File: src/rtl/dht_pkg.sv
`timescale 1ns / 1ps
// ----------------------------------------------------------------------------
// dht_pkg: shared types and codes for the deadline heap timer
// Command and result words, engine states, result and status codes.
// ----------------------------------------------------------------------------
package dht_pkg;

    typedef enum logic [3:0] {
        ST_CLEAR,
        ST_IDLE,
        ST_SET,
        ST_UP_RD,
        ST_UP_CMP,
        ST_DN_RDL,
        ST_DN_RDR,
        ST_DN_CMP,
        ST_ACK,
        ST_TK_RD,
        ST_TK_CMP,
        ST_TK_EXP,
        ST_TK_MOVE,
        ST_TK_WAIT,
        ST_TK_EMPTY
    } eng_state_t;

    localparam logic       KIND_SET     = 1'b0;
    localparam logic       KIND_TICK    = 1'b1;

    localparam logic [1:0] RK_EXPIRED   = 2'd0;
    localparam logic [1:0] RK_WAIT      = 2'd1;
    localparam logic [1:0] RK_SET       = 2'd2;

    localparam logic [1:0] SS_ADDED     = 2'd0;
    localparam logic [1:0] SS_REARMED   = 2'd1;
    localparam logic [1:0] SS_REJECTED  = 2'd2;

    localparam logic [31:0] WAIT_NONE   = 32'hFFFF_FFFF;

    typedef struct packed {
        logic        kind;
        logic [7:0]  id;
        logic [31:0] deadline;
        logic [31:0] now;
    } cmd_t;

    typedef struct packed {
        logic [1:0]  rkind;
        logic [7:0]  id;
        logic [31:0] wait_ms;
        logic [1:0]  status;
        logic        last;
    } res_t;

    // a is strictly before b in wrapping time
    function automatic logic earlier(input logic [31:0] a, input logic [31:0] b);
        logic [31:0] d;
        d = a - b;
        return d[31];
    endfunction

endpackage

File: src/rtl/dht_front.sv
`timescale 1ns / 1ps
// ----------------------------------------------------------------------------
// dht_front: command intake
// Takes input words, forms the absolute deadline and queues up to two commands.
// ----------------------------------------------------------------------------
module dht_front (
    input  logic           clk,
    input  logic           rst_n,
    input  logic           in_valid,
    output logic           in_ready,
    input  logic           kind,
    input  logic [7:0]     timer_id,
    input  logic [30:0]    timeout_ms,
    input  logic [31:0]    now_ms,
    output dht_pkg::cmd_t  head,
    output logic           head_valid,
    input  logic           pop
);
    import dht_pkg::*;

    cmd_t       q_reg [2];
    logic       rd_ptr_reg, rd_ptr_next;
    logic       wr_ptr_reg, wr_ptr_next;
    logic [1:0] cnt_reg, cnt_next;
    logic       push;
    cmd_t       cmd_in;

    assign in_ready   = (cnt_reg != 2'd2);
    assign push       = in_valid && in_ready;
    assign head       = q_reg[rd_ptr_reg];
    assign head_valid = (cnt_reg != 2'd0);

    always_comb
    begin
        cmd_in.kind     = kind;
        cmd_in.id       = timer_id;
        cmd_in.deadline = now_ms + {1'b0, timeout_ms};
        cmd_in.now      = now_ms;
    end

    always_comb
    begin
        rd_ptr_next = rd_ptr_reg ^ (pop && head_valid);
        wr_ptr_next = wr_ptr_reg ^ push;
        cnt_next    = cnt_reg + {1'b0, push} - {1'b0, pop && head_valid};
    end

    always_ff @(posedge clk or negedge rst_n)
    begin
        if (!rst_n)
        begin
            rd_ptr_reg <= 1'b0;
            wr_ptr_reg <= 1'b0;
            cnt_reg    <= 2'd0;
        end
        else
        begin
            rd_ptr_reg <= rd_ptr_next;
            wr_ptr_reg <= wr_ptr_next;
            cnt_reg    <= cnt_next;
        end
    end

    always_ff @(posedge clk)
    begin
        if (push)
        begin
            q_reg[wr_ptr_reg] <= cmd_in;
        end
    end

endmodule

File: src/rtl/dht_engine.sv
`timescale 1ns / 1ps
// ----------------------------------------------------------------------------
// dht_engine: heap sequencer
// Runs inserts, re-arms and tick expiries over the heap and id-map memories.
// ----------------------------------------------------------------------------
module dht_engine #(
    parameter int CAPACITY = 32,
    parameter int ID_BITS  = 8
) (
    input  logic           clk,
    input  logic           rst_n,
    input  dht_pkg::cmd_t  head,
    input  logic           head_valid,
    output logic           pop,
    output dht_pkg::res_t  res,
    output logic           push,
    input  logic           room
);
    import dht_pkg::*;

    localparam int PW  = (CAPACITY > 1) ? $clog2(CAPACITY) : 1;
    localparam int CW  = $clog2(CAPACITY + 1);
    localparam int XW  = PW + 2;
    localparam int EW  = ID_BITS + 32;
    localparam int NID = 2 ** ID_BITS;

    logic [EW-1:0]      heap_mem [CAPACITY];
    logic [CW-1:0]      map_mem  [NID];

    eng_state_t         state_reg, state_next;
    logic [CW-1:0]      count_reg, count_next;
    logic [PW-1:0]      pos_reg, pos_next;
    logic [ID_BITS-1:0] cur_id_reg, cur_id_next;
    logic [31:0]        cur_dl_reg, cur_dl_next;
    logic               moved_reg, moved_next;
    logic [1:0]         status_reg, status_next;
    logic               kind_reg, kind_next;
    logic [31:0]        now_reg, now_next;
    logic [EW-1:0]      lch_reg, lch_next;
    logic               rv_reg, rv_next;
    logic [EW-1:0]      root_reg, root_next;
    logic [ID_BITS-1:0] clr_reg, clr_next;

    logic               hp_re, hp_we;
    logic [PW-1:0]      hp_raddr, hp_waddr;
    logic [EW-1:0]      hp_wdata, hp_rdata_reg;
    logic               mp_re, mp_we;
    logic [ID_BITS-1:0] mp_raddr, mp_waddr;
    logic [CW-1:0]      mp_wdata, mp_rdata_reg;

    logic [XW-1:0]      lidx, ridx;
    logic [PW-1:0]      pos_m1, parent;
    logic [CW-1:0]      count_m1, pos_p1;
    logic [ID_BITS-1:0] rd_id;
    logic [31:0]        rd_dl, lch_dl, root_dl, wait_d;
    logic               take_l, take_r;
    logic               emit;
    eng_state_t         done_state;

    assign lidx     = {1'b0, pos_reg, 1'b1};
    assign ridx     = {1'b0, pos_reg, 1'b0} + XW'(2);
    assign pos_m1   = pos_reg - 1'b1;
    assign parent   = pos_m1 >> 1;
    assign count_m1 = count_reg - 1'b1;
    assign pos_p1   = CW'(pos_reg) + 1'b1;
    assign rd_id    = hp_rdata_reg[EW-1:32];
    assign rd_dl    = hp_rdata_reg[31:0];
    assign lch_dl   = lch_reg[31:0];
    assign root_dl  = root_reg[31:0];
    assign wait_d   = root_dl - now_reg;

    // sift-down pick: moves only on strictly earlier
    assign take_l = earlier(lch_dl, cur_dl_reg);
    assign take_r = rv_reg && earlier(rd_dl, take_l ? lch_dl : cur_dl_reg);

    assign done_state = (kind_reg == KIND_SET) ? ST_ACK : ST_TK_RD;
    assign push       = emit && room;

    always_comb
    begin
        state_next  = state_reg;
        count_next  = count_reg;
        pos_next    = pos_reg;
        cur_id_next = cur_id_reg;
        cur_dl_next = cur_dl_reg;
        moved_next  = moved_reg;
        status_next = status_reg;
        kind_next   = kind_reg;
        now_next    = now_reg;
        lch_next    = lch_reg;
        rv_next     = rv_reg;
        root_next   = root_reg;
        clr_next    = clr_reg;
        pop         = 1'b0;
        emit        = 1'b0;
        res         = '0;
        hp_re       = 1'b0;
        hp_raddr    = '0;
        hp_we       = 1'b0;
        hp_waddr    = pos_reg;
        hp_wdata    = {cur_id_reg, cur_dl_reg};
        mp_re       = 1'b0;
        mp_raddr    = ID_BITS'(head.id);
        mp_we       = 1'b0;
        mp_waddr    = cur_id_reg;
        mp_wdata    = pos_p1;

        unique case (state_reg)
            ST_CLEAR:
            begin
                mp_we    = 1'b1;
                mp_waddr = clr_reg;
                mp_wdata = '0;
                clr_next = clr_reg + 1'b1;
                if (clr_reg == {ID_BITS{1'b1}})
                begin
                    state_next = ST_IDLE;
                end
            end
            ST_IDLE:
            begin
                if (head_valid)
                begin
                    pop         = 1'b1;
                    kind_next   = head.kind;
                    cur_id_next = ID_BITS'(head.id);
                    cur_dl_next = head.deadline;
                    now_next    = head.now;
                    moved_next  = 1'b0;
                    if (head.kind == KIND_SET)
                    begin
                        mp_re      = 1'b1;
                        state_next = ST_SET;
                    end
                    else
                    begin
                        state_next = ST_TK_RD;
                    end
                end
            end
            ST_SET:
            begin
                if (mp_rdata_reg != '0 && (mp_rdata_reg - 1'b1) < count_reg)
                begin
                    pos_next    = PW'(mp_rdata_reg - 1'b1);
                    status_next = SS_REARMED;
                    state_next  = ST_UP_RD;
                end
                else if (count_reg == CW'(CAPACITY))
                begin
                    status_next = SS_REJECTED;
                    state_next  = ST_ACK;
                end
                else
                begin
                    pos_next    = PW'(count_reg);
                    count_next  = count_reg + 1'b1;
                    status_next = SS_ADDED;
                    state_next  = ST_UP_RD;
                end
            end
            ST_UP_RD:
            begin
                if (pos_reg == '0)
                begin
                    if (moved_reg)
                    begin
                        hp_we      = 1'b1;
                        mp_we      = 1'b1;
                        state_next = done_state;
                    end
                    else
                    begin
                        state_next = ST_DN_RDL;
                    end
                end
                else
                begin
                    hp_re      = 1'b1;
                    hp_raddr   = parent;
                    state_next = ST_UP_CMP;
                end
            end
            ST_UP_CMP:
            begin
                if (earlier(cur_dl_reg, rd_dl))
                begin
                    // parent drops into the hole
                    hp_we      = 1'b1;
                    hp_wdata   = hp_rdata_reg;
                    mp_we      = 1'b1;
                    mp_waddr   = rd_id;
                    pos_next   = parent;
                    moved_next = 1'b1;
                    state_next = ST_UP_RD;
                end
                else if (moved_reg)
                begin
                    hp_we      = 1'b1;
                    mp_we      = 1'b1;
                    state_next = done_state;
                end
                else
                begin
                    state_next = ST_DN_RDL;
                end
            end
            ST_DN_RDL:
            begin
                if (lidx >= XW'(count_reg))
                begin
                    hp_we      = 1'b1;
                    mp_we      = 1'b1;
                    state_next = done_state;
                end
                else
                begin
                    hp_re      = 1'b1;
                    hp_raddr   = PW'(lidx);
                    state_next = ST_DN_RDR;
                end
            end
            ST_DN_RDR:
            begin
                lch_next   = hp_rdata_reg;
                rv_next    = (ridx < XW'(count_reg));
                hp_re      = (ridx < XW'(count_reg));
                hp_raddr   = PW'(ridx);
                state_next = ST_DN_CMP;
            end
            ST_DN_CMP:
            begin
                hp_we = 1'b1;
                mp_we = 1'b1;
                if (take_r)
                begin
                    hp_wdata   = hp_rdata_reg;
                    mp_waddr   = rd_id;
                    pos_next   = PW'(ridx);
                    state_next = ST_DN_RDL;
                end
                else if (take_l)
                begin
                    hp_wdata   = lch_reg;
                    mp_waddr   = lch_reg[EW-1:32];
                    pos_next   = PW'(lidx);
                    state_next = ST_DN_RDL;
                end
                else
                begin
                    state_next = done_state;
                end
            end
            ST_ACK:
            begin
                emit        = 1'b1;
                res.rkind   = RK_SET;
                res.id      = 8'(cur_id_reg);
                res.status  = status_reg;
                res.last    = 1'b1;
                if (room)
                begin
                    state_next = ST_IDLE;
                end
            end
            ST_TK_RD:
            begin
                if (count_reg == '0)
                begin
                    state_next = ST_TK_EMPTY;
                end
                else
                begin
                    hp_re      = 1'b1;
                    hp_raddr   = '0;
                    state_next = ST_TK_CMP;
                end
            end
            ST_TK_CMP:
            begin
                root_next  = hp_rdata_reg;
                state_next = earlier(now_reg, rd_dl) ? ST_TK_WAIT : ST_TK_EXP;
            end
            ST_TK_EXP:
            begin
                emit      = 1'b1;
                res.rkind = RK_EXPIRED;
                res.id    = 8'(root_reg[EW-1:32]);
                if (room)
                begin
                    mp_we      = 1'b1;
                    mp_waddr   = root_reg[EW-1:32];
                    mp_wdata   = '0;
                    count_next = count_m1;
                    if (count_m1 != '0)
                    begin
                        hp_re      = 1'b1;
                        hp_raddr   = PW'(count_m1);
                        state_next = ST_TK_MOVE;
                    end
                    else
                    begin
                        state_next = ST_TK_RD;
                    end
                end
            end
            ST_TK_MOVE:
            begin
                // last entry refills the root and sinks
                cur_id_next = rd_id;
                cur_dl_next = rd_dl;
                pos_next    = '0;
                moved_next  = 1'b0;
                state_next  = ST_DN_RDL;
            end
            ST_TK_WAIT:
            begin
                emit        = 1'b1;
                res.rkind   = RK_WAIT;
                res.wait_ms = wait_d[31] ? 32'd0 : wait_d;
                res.last    = 1'b1;
                if (room)
                begin
                    state_next = ST_IDLE;
                end
            end
            ST_TK_EMPTY:
            begin
                emit        = 1'b1;
                res.rkind   = RK_WAIT;
                res.wait_ms = WAIT_NONE;
                res.last    = 1'b1;
                if (room)
                begin
                    state_next = ST_IDLE;
                end
            end
            default:
            begin
                state_next = ST_IDLE;
            end
        endcase
    end

    always_ff @(posedge clk or negedge rst_n)
    begin
        if (!rst_n)
        begin
            state_reg <= ST_CLEAR;
            count_reg <= '0;
            clr_reg   <= '0;
        end
        else
        begin
            state_reg <= state_next;
            count_reg <= count_next;
            clr_reg   <= clr_next;
        end
    end

    always_ff @(posedge clk)
    begin
        pos_reg    <= pos_next;
        cur_id_reg <= cur_id_next;
        cur_dl_reg <= cur_dl_next;
        moved_reg  <= moved_next;
        status_reg <= status_next;
        kind_reg   <= kind_next;
        now_reg    <= now_next;
        lch_reg    <= lch_next;
        rv_reg     <= rv_next;
        root_reg   <= root_next;
    end

    always_ff @(posedge clk)
    begin
        if (hp_we)
        begin
            heap_mem[hp_waddr] <= hp_wdata;
        end
        if (hp_re)
        begin
            hp_rdata_reg <= heap_mem[hp_raddr];
        end
    end

    always_ff @(posedge clk)
    begin
        if (mp_we)
        begin
            map_mem[mp_waddr] <= mp_wdata;
        end
        if (mp_re)
        begin
            mp_rdata_reg <= map_mem[mp_raddr];
        end
    end

endmodule

File: src/rtl/dht_out.sv
`timescale 1ns / 1ps
// ----------------------------------------------------------------------------
// dht_out: result buffer
// Two-word queue between the engine and the result channel.
// ----------------------------------------------------------------------------
module dht_out (
    input  logic           clk,
    input  logic           rst_n,
    input  dht_pkg::res_t  res,
    input  logic           push,
    output logic           room,
    output logic           out_valid,
    input  logic           out_ready,
    output logic [1:0]     result_kind,
    output logic [7:0]     expired_id,
    output logic [31:0]    wait_ms,
    output logic [1:0]     set_status,
    output logic           last
);
    import dht_pkg::*;

    res_t       q_reg [2];
    logic       rd_ptr_reg, wr_ptr_reg;
    logic [1:0] cnt_reg, cnt_next;
    logic       pop;
    res_t       head;

    assign room      = (cnt_reg != 2'd2);
    assign out_valid = (cnt_reg != 2'd0);
    assign pop       = out_valid && out_ready;
    assign head      = q_reg[rd_ptr_reg];

    assign result_kind = head.rkind;
    assign expired_id  = head.id;
    assign wait_ms     = head.wait_ms;
    assign set_status  = head.status;
    assign last        = head.last;

    assign cnt_next = cnt_reg + {1'b0, push} - {1'b0, pop};

    always_ff @(posedge clk or negedge rst_n)
    begin
        if (!rst_n)
        begin
            rd_ptr_reg <= 1'b0;
            wr_ptr_reg <= 1'b0;
            cnt_reg    <= 2'd0;
        end
        else
        begin
            rd_ptr_reg <= rd_ptr_reg ^ pop;
            wr_ptr_reg <= wr_ptr_reg ^ push;
            cnt_reg    <= cnt_next;
        end
    end

    always_ff @(posedge clk)
    begin
        if (push)
        begin
            q_reg[wr_ptr_reg] <= res;
        end
    end

endmodule

File: src/rtl/deadline_heap_timer_top.sv
`timescale 1ns / 1ps
// ----------------------------------------------------------------------------
// deadline_heap_timer_top: min-heap timer queue
//
//   channel | handshake            | word
//   --------+----------------------+-----------------------------------------
//   input   | in_valid / in_ready  | kind, timer_id, timeout_ms, now_ms
//   result  | out_valid / out_ready| result_kind, expired_id, wait_ms,
//           |                      | set_status, last
//
// A set climbs the entry toward the root or sinks it; a tick expires each due
// timer, refilling the root with the last entry and sinking it. Levels climbed
// or sunk are at most log2(CAPACITY).
// After reset a clearing pass over all 2**ID_BITS entries empties the id map;
// input words queue (two deep) meanwhile. A stalled result side holds the
// engine once the two-word result buffer is full.
// ----------------------------------------------------------------------------
module deadline_heap_timer_top #(
    parameter int CAPACITY = 32,
    parameter int ID_BITS  = 8
) (
    input  logic        clk,
    input  logic        rst_n,
    input  logic        in_valid,
    output logic        in_ready,
    input  logic        kind,
    input  logic [7:0]  timer_id,
    input  logic [30:0] timeout_ms,
    input  logic [31:0] now_ms,
    output logic        out_valid,
    input  logic        out_ready,
    output logic [1:0]  result_kind,
    output logic [7:0]  expired_id,
    output logic [31:0] wait_ms,
    output logic [1:0]  set_status,
    output logic        last
);
    import dht_pkg::*;

    cmd_t head;
    logic head_valid, pop;
    res_t res;
    logic push, room;

    dht_front u_front (
        .clk        (clk),
        .rst_n      (rst_n),
        .in_valid   (in_valid),
        .in_ready   (in_ready),
        .kind       (kind),
        .timer_id   (timer_id),
        .timeout_ms (timeout_ms),
        .now_ms     (now_ms),
        .head       (head),
        .head_valid (head_valid),
        .pop        (pop)
    );

    dht_engine #(
        .CAPACITY (CAPACITY),
        .ID_BITS  (ID_BITS)
    ) u_engine (
        .clk        (clk),
        .rst_n      (rst_n),
        .head       (head),
        .head_valid (head_valid),
        .pop        (pop),
        .res        (res),
        .push       (push),
        .room       (room)
    );

    dht_out u_out (
        .clk         (clk),
        .rst_n       (rst_n),
        .res         (res),
        .push        (push),
        .room        (room),
        .out_valid   (out_valid),
        .out_ready   (out_ready),
        .result_kind (result_kind),
        .expired_id  (expired_id),
        .wait_ms     (wait_ms),
        .set_status  (set_status),
        .last        (last)
    );

    a_set_is_last: assert property (@(posedge clk) disable iff (!rst_n)
        (out_valid && result_kind == RK_SET) |-> last)
        else $error("set acknowledge without last");

    a_expired_not_last: assert property (@(posedge clk) disable iff (!rst_n)
        (out_valid && result_kind == RK_EXPIRED) |-> (!last && wait_ms == 32'd0))
        else $error("expired word with last or wait");

    a_push_has_room: assert property (@(posedge clk) disable iff (!rst_n)
        push |-> room)
        else $error("result buffer overflow");

endmodule
File: config.mk
export PLATFORM = sky130hd
export DESIGN_NAME = deadline_heap_timer_top
export DESIGN_NICKNAME = d
export VERILOG_FILES = /design/src/rtl/dht_pkg.sv /design/src/rtl/dht_front.sv /design/src/rtl/dht_engine.sv /design/src/rtl/dht_out.sv /design/src/rtl/deadline_heap_timer_top.sv
export SDC_FILE = /design/constraint.sdc
export NUM_CORES = 2
export LEC_CHECK = 0
export ABC_AREA = 1
export BUFFER_PORTS_ARGS = -buffer_cell sky130_fd_sc_hd__clkbuf_2
export CAP_MARGIN = 20
export CORE_AREA = 2 2 505 507
export DETAILED_ROUTE_END_ITERATION = 16
export DIE_AREA = 0 0 507 509
export PLACE_DENSITY = 0.71
export SKIP_CTS_REPAIR_TIMING = 1
export SLEW_MARGIN = 20
export SYNTH_ARGS = -nofsm -noshare
export SYNTH_HDL_FRONTEND = slang
export SYNTH_HIERARCHICAL = 1
export SYNTH_SLANG_ARGS = --single-unit
File: constraint.sdc
create_clock -name clk -period 28.9 [get_ports clk]
set_input_delay 5.78 -clock clk [delete_from_list [all_inputs] [get_ports clk]]
set_output_delay 5.78 -clock clk [all_outputs]
set_load 0.02 [all_outputs]
==> key figures <==
Die
  – Site row count: approximately 190
  – Core Area: roughly 0.25 sq mm
  – Initial Util: approximately 55%
  – Total Die Area: ~0.26 sq mm
  – Die W: just over 500 um
  – Die Span Y: ~510 um
  – Num ports: roughly 120

Drt
  – Drt pass-1 iters: 9
  – DRC: 0
  – Overall routed net length: 394.2 mm
  – Vias: around 95000
  – Initial DRC Count: between 15000 and 20000
  – Drt wl/cell: 26.42 um
  – Via/cell ratio: ~6.4
  – Final ANT Viol Nets: 0

CTS
  – CTS Sinks: about 3300
  – Worst-path clk slew: 0.07 ns
  – CTS buffer count: approximately 340
  – Root buffer cell: clkbuf_16
  – CTS H-tree lvls: 5
  – Worst-skew pair later-pin latency: 1.00 ns
  – Max Buffers Root-to-Sink: 4
  – CTS tree: built

Cells and area
  – Fin cells: between 10000 and 15000
  – Share of layout cells above drive strength 1: 8.545%
  – Storage element area: between 0.09 and 0.1 sq mm
  – Fill cell count: approximately 19000
  – Multi-input gate area: roughly 0.036 sq mm
  – Largest register FFs: 1536
  – Layout area overhead: 10.64%
  – Total Nets Final: between 10000 and 15000

Global route
  – Initial antenna violation count: 20
  – GRT overflow: 0
  – Number of global-route vias before repair: 90999
  – Largest net degree at the start of global routing: around 230
  – Gr usage total: 30.03%
  – First-pass GRT wire length: between 500 and 600 mm

Place
  – DP Cell Count: 14310
  – Port bufs: about 120
  – Placer Congestion: roughly 0.94
  – Dpl ws: between 20 and 25 ns
  – HPWL Detailed: between 200 and 250 mm

STA
  – Unrepaired setup endpoints after global routing: no
  – Period minus WS final: about 8.5 ns
  – Hold_ws: 0.4995 ns
  – Max Fclk: around 120 MHz
  – Fin. Hold Viols: 0
  – Slew Limit Fails: 0
  – Final setup vio count: 0
  – Least-Margin Pin Slew: between 1 and 1.5 ns
  – Part of the cycle the worst path needs: between 20 and 30%
  – Max-slew headroom: 18.43%
  – Clock Skews: 0.08439 ns
  – Setup TNS: 0 ns
  – Worst Slack Setup Final: around 20 ns

Synth
  – Mapped Avg Cell Area: 12.20 sq um
  – Yosys reg bits: approximately 3300
  – Top FF cell, synth: edfxtp_1
  – Warnings, synthesis: 6
  – Sequential area share after synthesis: slightly above 70%
  – Async S/R FF share, synth: 0.7912%
  – Number of synthesized flops with an enable pin: ~3300
  – Mapped Area: roughly 0.14 sq mm
  – Mapped Cells: ~11000
  – Yosys cell types: 69
  – Synth Net Count: 11653

Min path
  – Worst Hold End: u_engine/clr_reg[6]
  – Hold Crit Depth: 1
  – Hold Path Class: reg2reg
  – Min-delay src: u_engine/clr_reg[6]

Setup path
  – R2R depth: 26
  – Setup crit end kind: primary output
  – R2r startpoint: u_engine/cur_dl_reg[26]
  – Crit path required time: between 20 and 25 ns
  – Crit start category: register
  – RR Endpoint: u_engine/map_mem[176][3]
  – Worst setup path startpoint: u_out/rd_ptr_reg
  – WS Path Type: reg2out
  – CP arrival: roughly 2.8 ns
  – Maximum fanout along the worst path: 46
  – Reg2reg setup slack: approximately 21 ns

Power
  – P_leak: 48.30 nW
  – Power per cell area: about 69 mW/mm^2
  – Total power: 10.50 mW
  – Worst VDD drop: 73.35 uV

Status
  – Status: completed

Job
  – MaxCap Viol Count: 0
[critical path: stages, from the launching register on]
cell,delay [ns]
dfrtp_1,0.48
buf_4,0.30
inv_2,0.62
nand2_1,0.15
nand2_1,0.10
clkbuf_2,0.17
[stage by stage]
| step | utilization (%) | area [sq um] |
|---|---|---|
| 5_1_grt | 60.65 | 153300 |
| 6_report | 60.65 | 153300 |
| 3_3_place_gp | 56.27 | 142200 |
| 3_5_place_dp | 56.27 | 142200 |
| 4_1_cts | 60.62 | 153200 |
| 2_1_floorplan | - | 138500 |
[kinds of logic (layout without fill, tap and decap cells)]
kind of cell               after synthesis  after routing  synth area share (%)
DFF                                   3286           3286                 71.13
and+or+nand+nor                       3689           3689                 10.67
AOI/OAI and AO/OA                     2939           2939                 12.43
adders and majority gates              218            218                 1.980
other                                    0              2                     0
buffers and inverters                 1150           1342                 3.304
muxes                                    2              2               0.01445
xor gates and xnor gates                75             75                0.4741
[layout by cell type, fill, tap and decap left out, types with 31 or more instances in the layout]
cell type | netlist | final
xor2_1 | 55 | 55
o21bai_1 | 35 | 35
nand4_1 | 31 | 31
clkinv_2 | 0 | 66
o22ai_1 | 547 | 547
bufinv_16 | 0 | 38
nor2_1 | 2385 | 2375
clkbuf_16 | 0 | 350
ha_1 | 216 | 212
buf_4 | 6 | 157
nand3_1 | 106 | 100
nand2_2 | 27 | 32
o21ai_0 | 1659 | 1658
clkbuf_2 | 0 | 122
a31oi_1 | 36 | 35
clkinv_1 | 4 | 66
o211ai_1 | 71 | 71
nand2_1 | 1020 | 1010
clkbuf_1 | 580 | 56
inv_1 | 420 | 382
a21oi_1 | 144 | 143
edfxtp_1 | 3260 | 3260
nor3_1 | 40 | 37
o32ai_1 | 219 | 218
o221ai_1 | 97 | 85
inv_2 | 17 | 49
[how the worst max path moves through the flow]
stage                                         to  cells after the start
after detailed placement     u_front/q_reg[0][0]                      4
after floorplan           u_engine/map_mem[0][2]                      9
after global routing               set_status[1]                      5
final                                 wait_ms[7]                      5
after global placement      u_front/q_reg[0][33]                      4
after CTS                            wait_ms[26]                      5
[routing by layer]
| layer | vias up | GRT usage, % | wire length [um] |
|---|---|---|---|
| li1 | 41410 | - | - |
| met1 | 46869 | 43.97 | 157100 |
| met2 | 6136 | 45.39 | 175300 |
| met3 | 837 | 6.340 | 49650 |
| met4 | 8 | 9.171 | 12050 |
| met5 | - | 0 | 51 |
[area by class of cell]
| class | instances | area share [%] |
|---|---|---|
| Timing Repair Buffer | 293 | 1.344 |
| Antenna cell | 2 | 0.003265 |
| Clock buffer | 411 | 5.896 |
| Inverter | 443 | 1.111 |
| Multi-Input combinational cell | 6923 | 23.32 |
| Sequential cell | 3286 | 64.29 |
| Tap cell | 3366 | 2.747 |
| Clock inverter | 195 | 1.288 |
[synthesized netlist by cell type (4+ instances only)]
| library cell | count | share of area (%) |
|---|---|---|
| nand3_1 | 106 | 0.38 |
| buf_1 | 19 | 0.051 |
| nor2_2 | 14 | 0.063 |
| buf_12 | 4 | 0.058 |
| nand4_1 | 31 | 0.14 |
| ha_1 | 216 | 2.0 |
| clkbuf_1 | 580 | 1.6 |
| nand2_2 | 27 | 0.12 |
| o21ai_1 | 24 | 0.087 |
| inv_1 | 420 | 1.1 |
| o311ai_0 | 30 | 0.19 |
| o31ai_1 | 7 | 0.038 |
| o211ai_1 | 71 | 0.38 |
| a211oi_1 | 12 | 0.065 |
| or2_2 | 5 | 0.023 |
| nand3_2 | 11 | 0.079 |
| nand3_4 | 17 | 0.21 |
| o21ai_0 | 1659 | 6.0 |
| o21a_1 | 6 | 0.033 |
| o221ai_1 | 97 | 0.61 |
| edfxtp_1 | 3260 | 71 |
| nor2_1 | 2385 | 6.5 |
| nor2_8 | 5 | 0.072 |
| xor2_1 | 55 | 0.35 |
| buf_2 | 91 | 0.33 |
| clkinv_1 | 4 | 0.011 |
| o22ai_1 | 547 | 2.5 |
| nand2_1 | 1020 | 2.8 |
| a31oi_1 | 36 | 0.16 |
| dfrtp_1 | 26 | 0.47 |
| nor2_4 | 8 | 0.065 |
| buf_6 | 6 | 0.049 |
| a22oi_1 | 24 | 0.13 |
| a21boi_0 | 6 | 0.033 |
| a21oi_1 | 144 | 0.52 |
| o32ai_1 | 219 | 1.4 |
| nor3_1 | 40 | 0.14 |
| buf_4 | 6 | 0.033 |
| xnor2_1 | 20 | 0.13 |
| inv_2 | 17 | 0.046 |
| o21bai_1 | 35 | 0.19 |
[power breakdown]
part | internal, mW | switching (mW)
Combinational | 0.220 | 0.678
Clock | 2.56 | 1.79
Sequential | 5.24 | 0.0155
Total | 8.02 | 2.48
No activity file was read; power rests on OpenSTA's default activity.
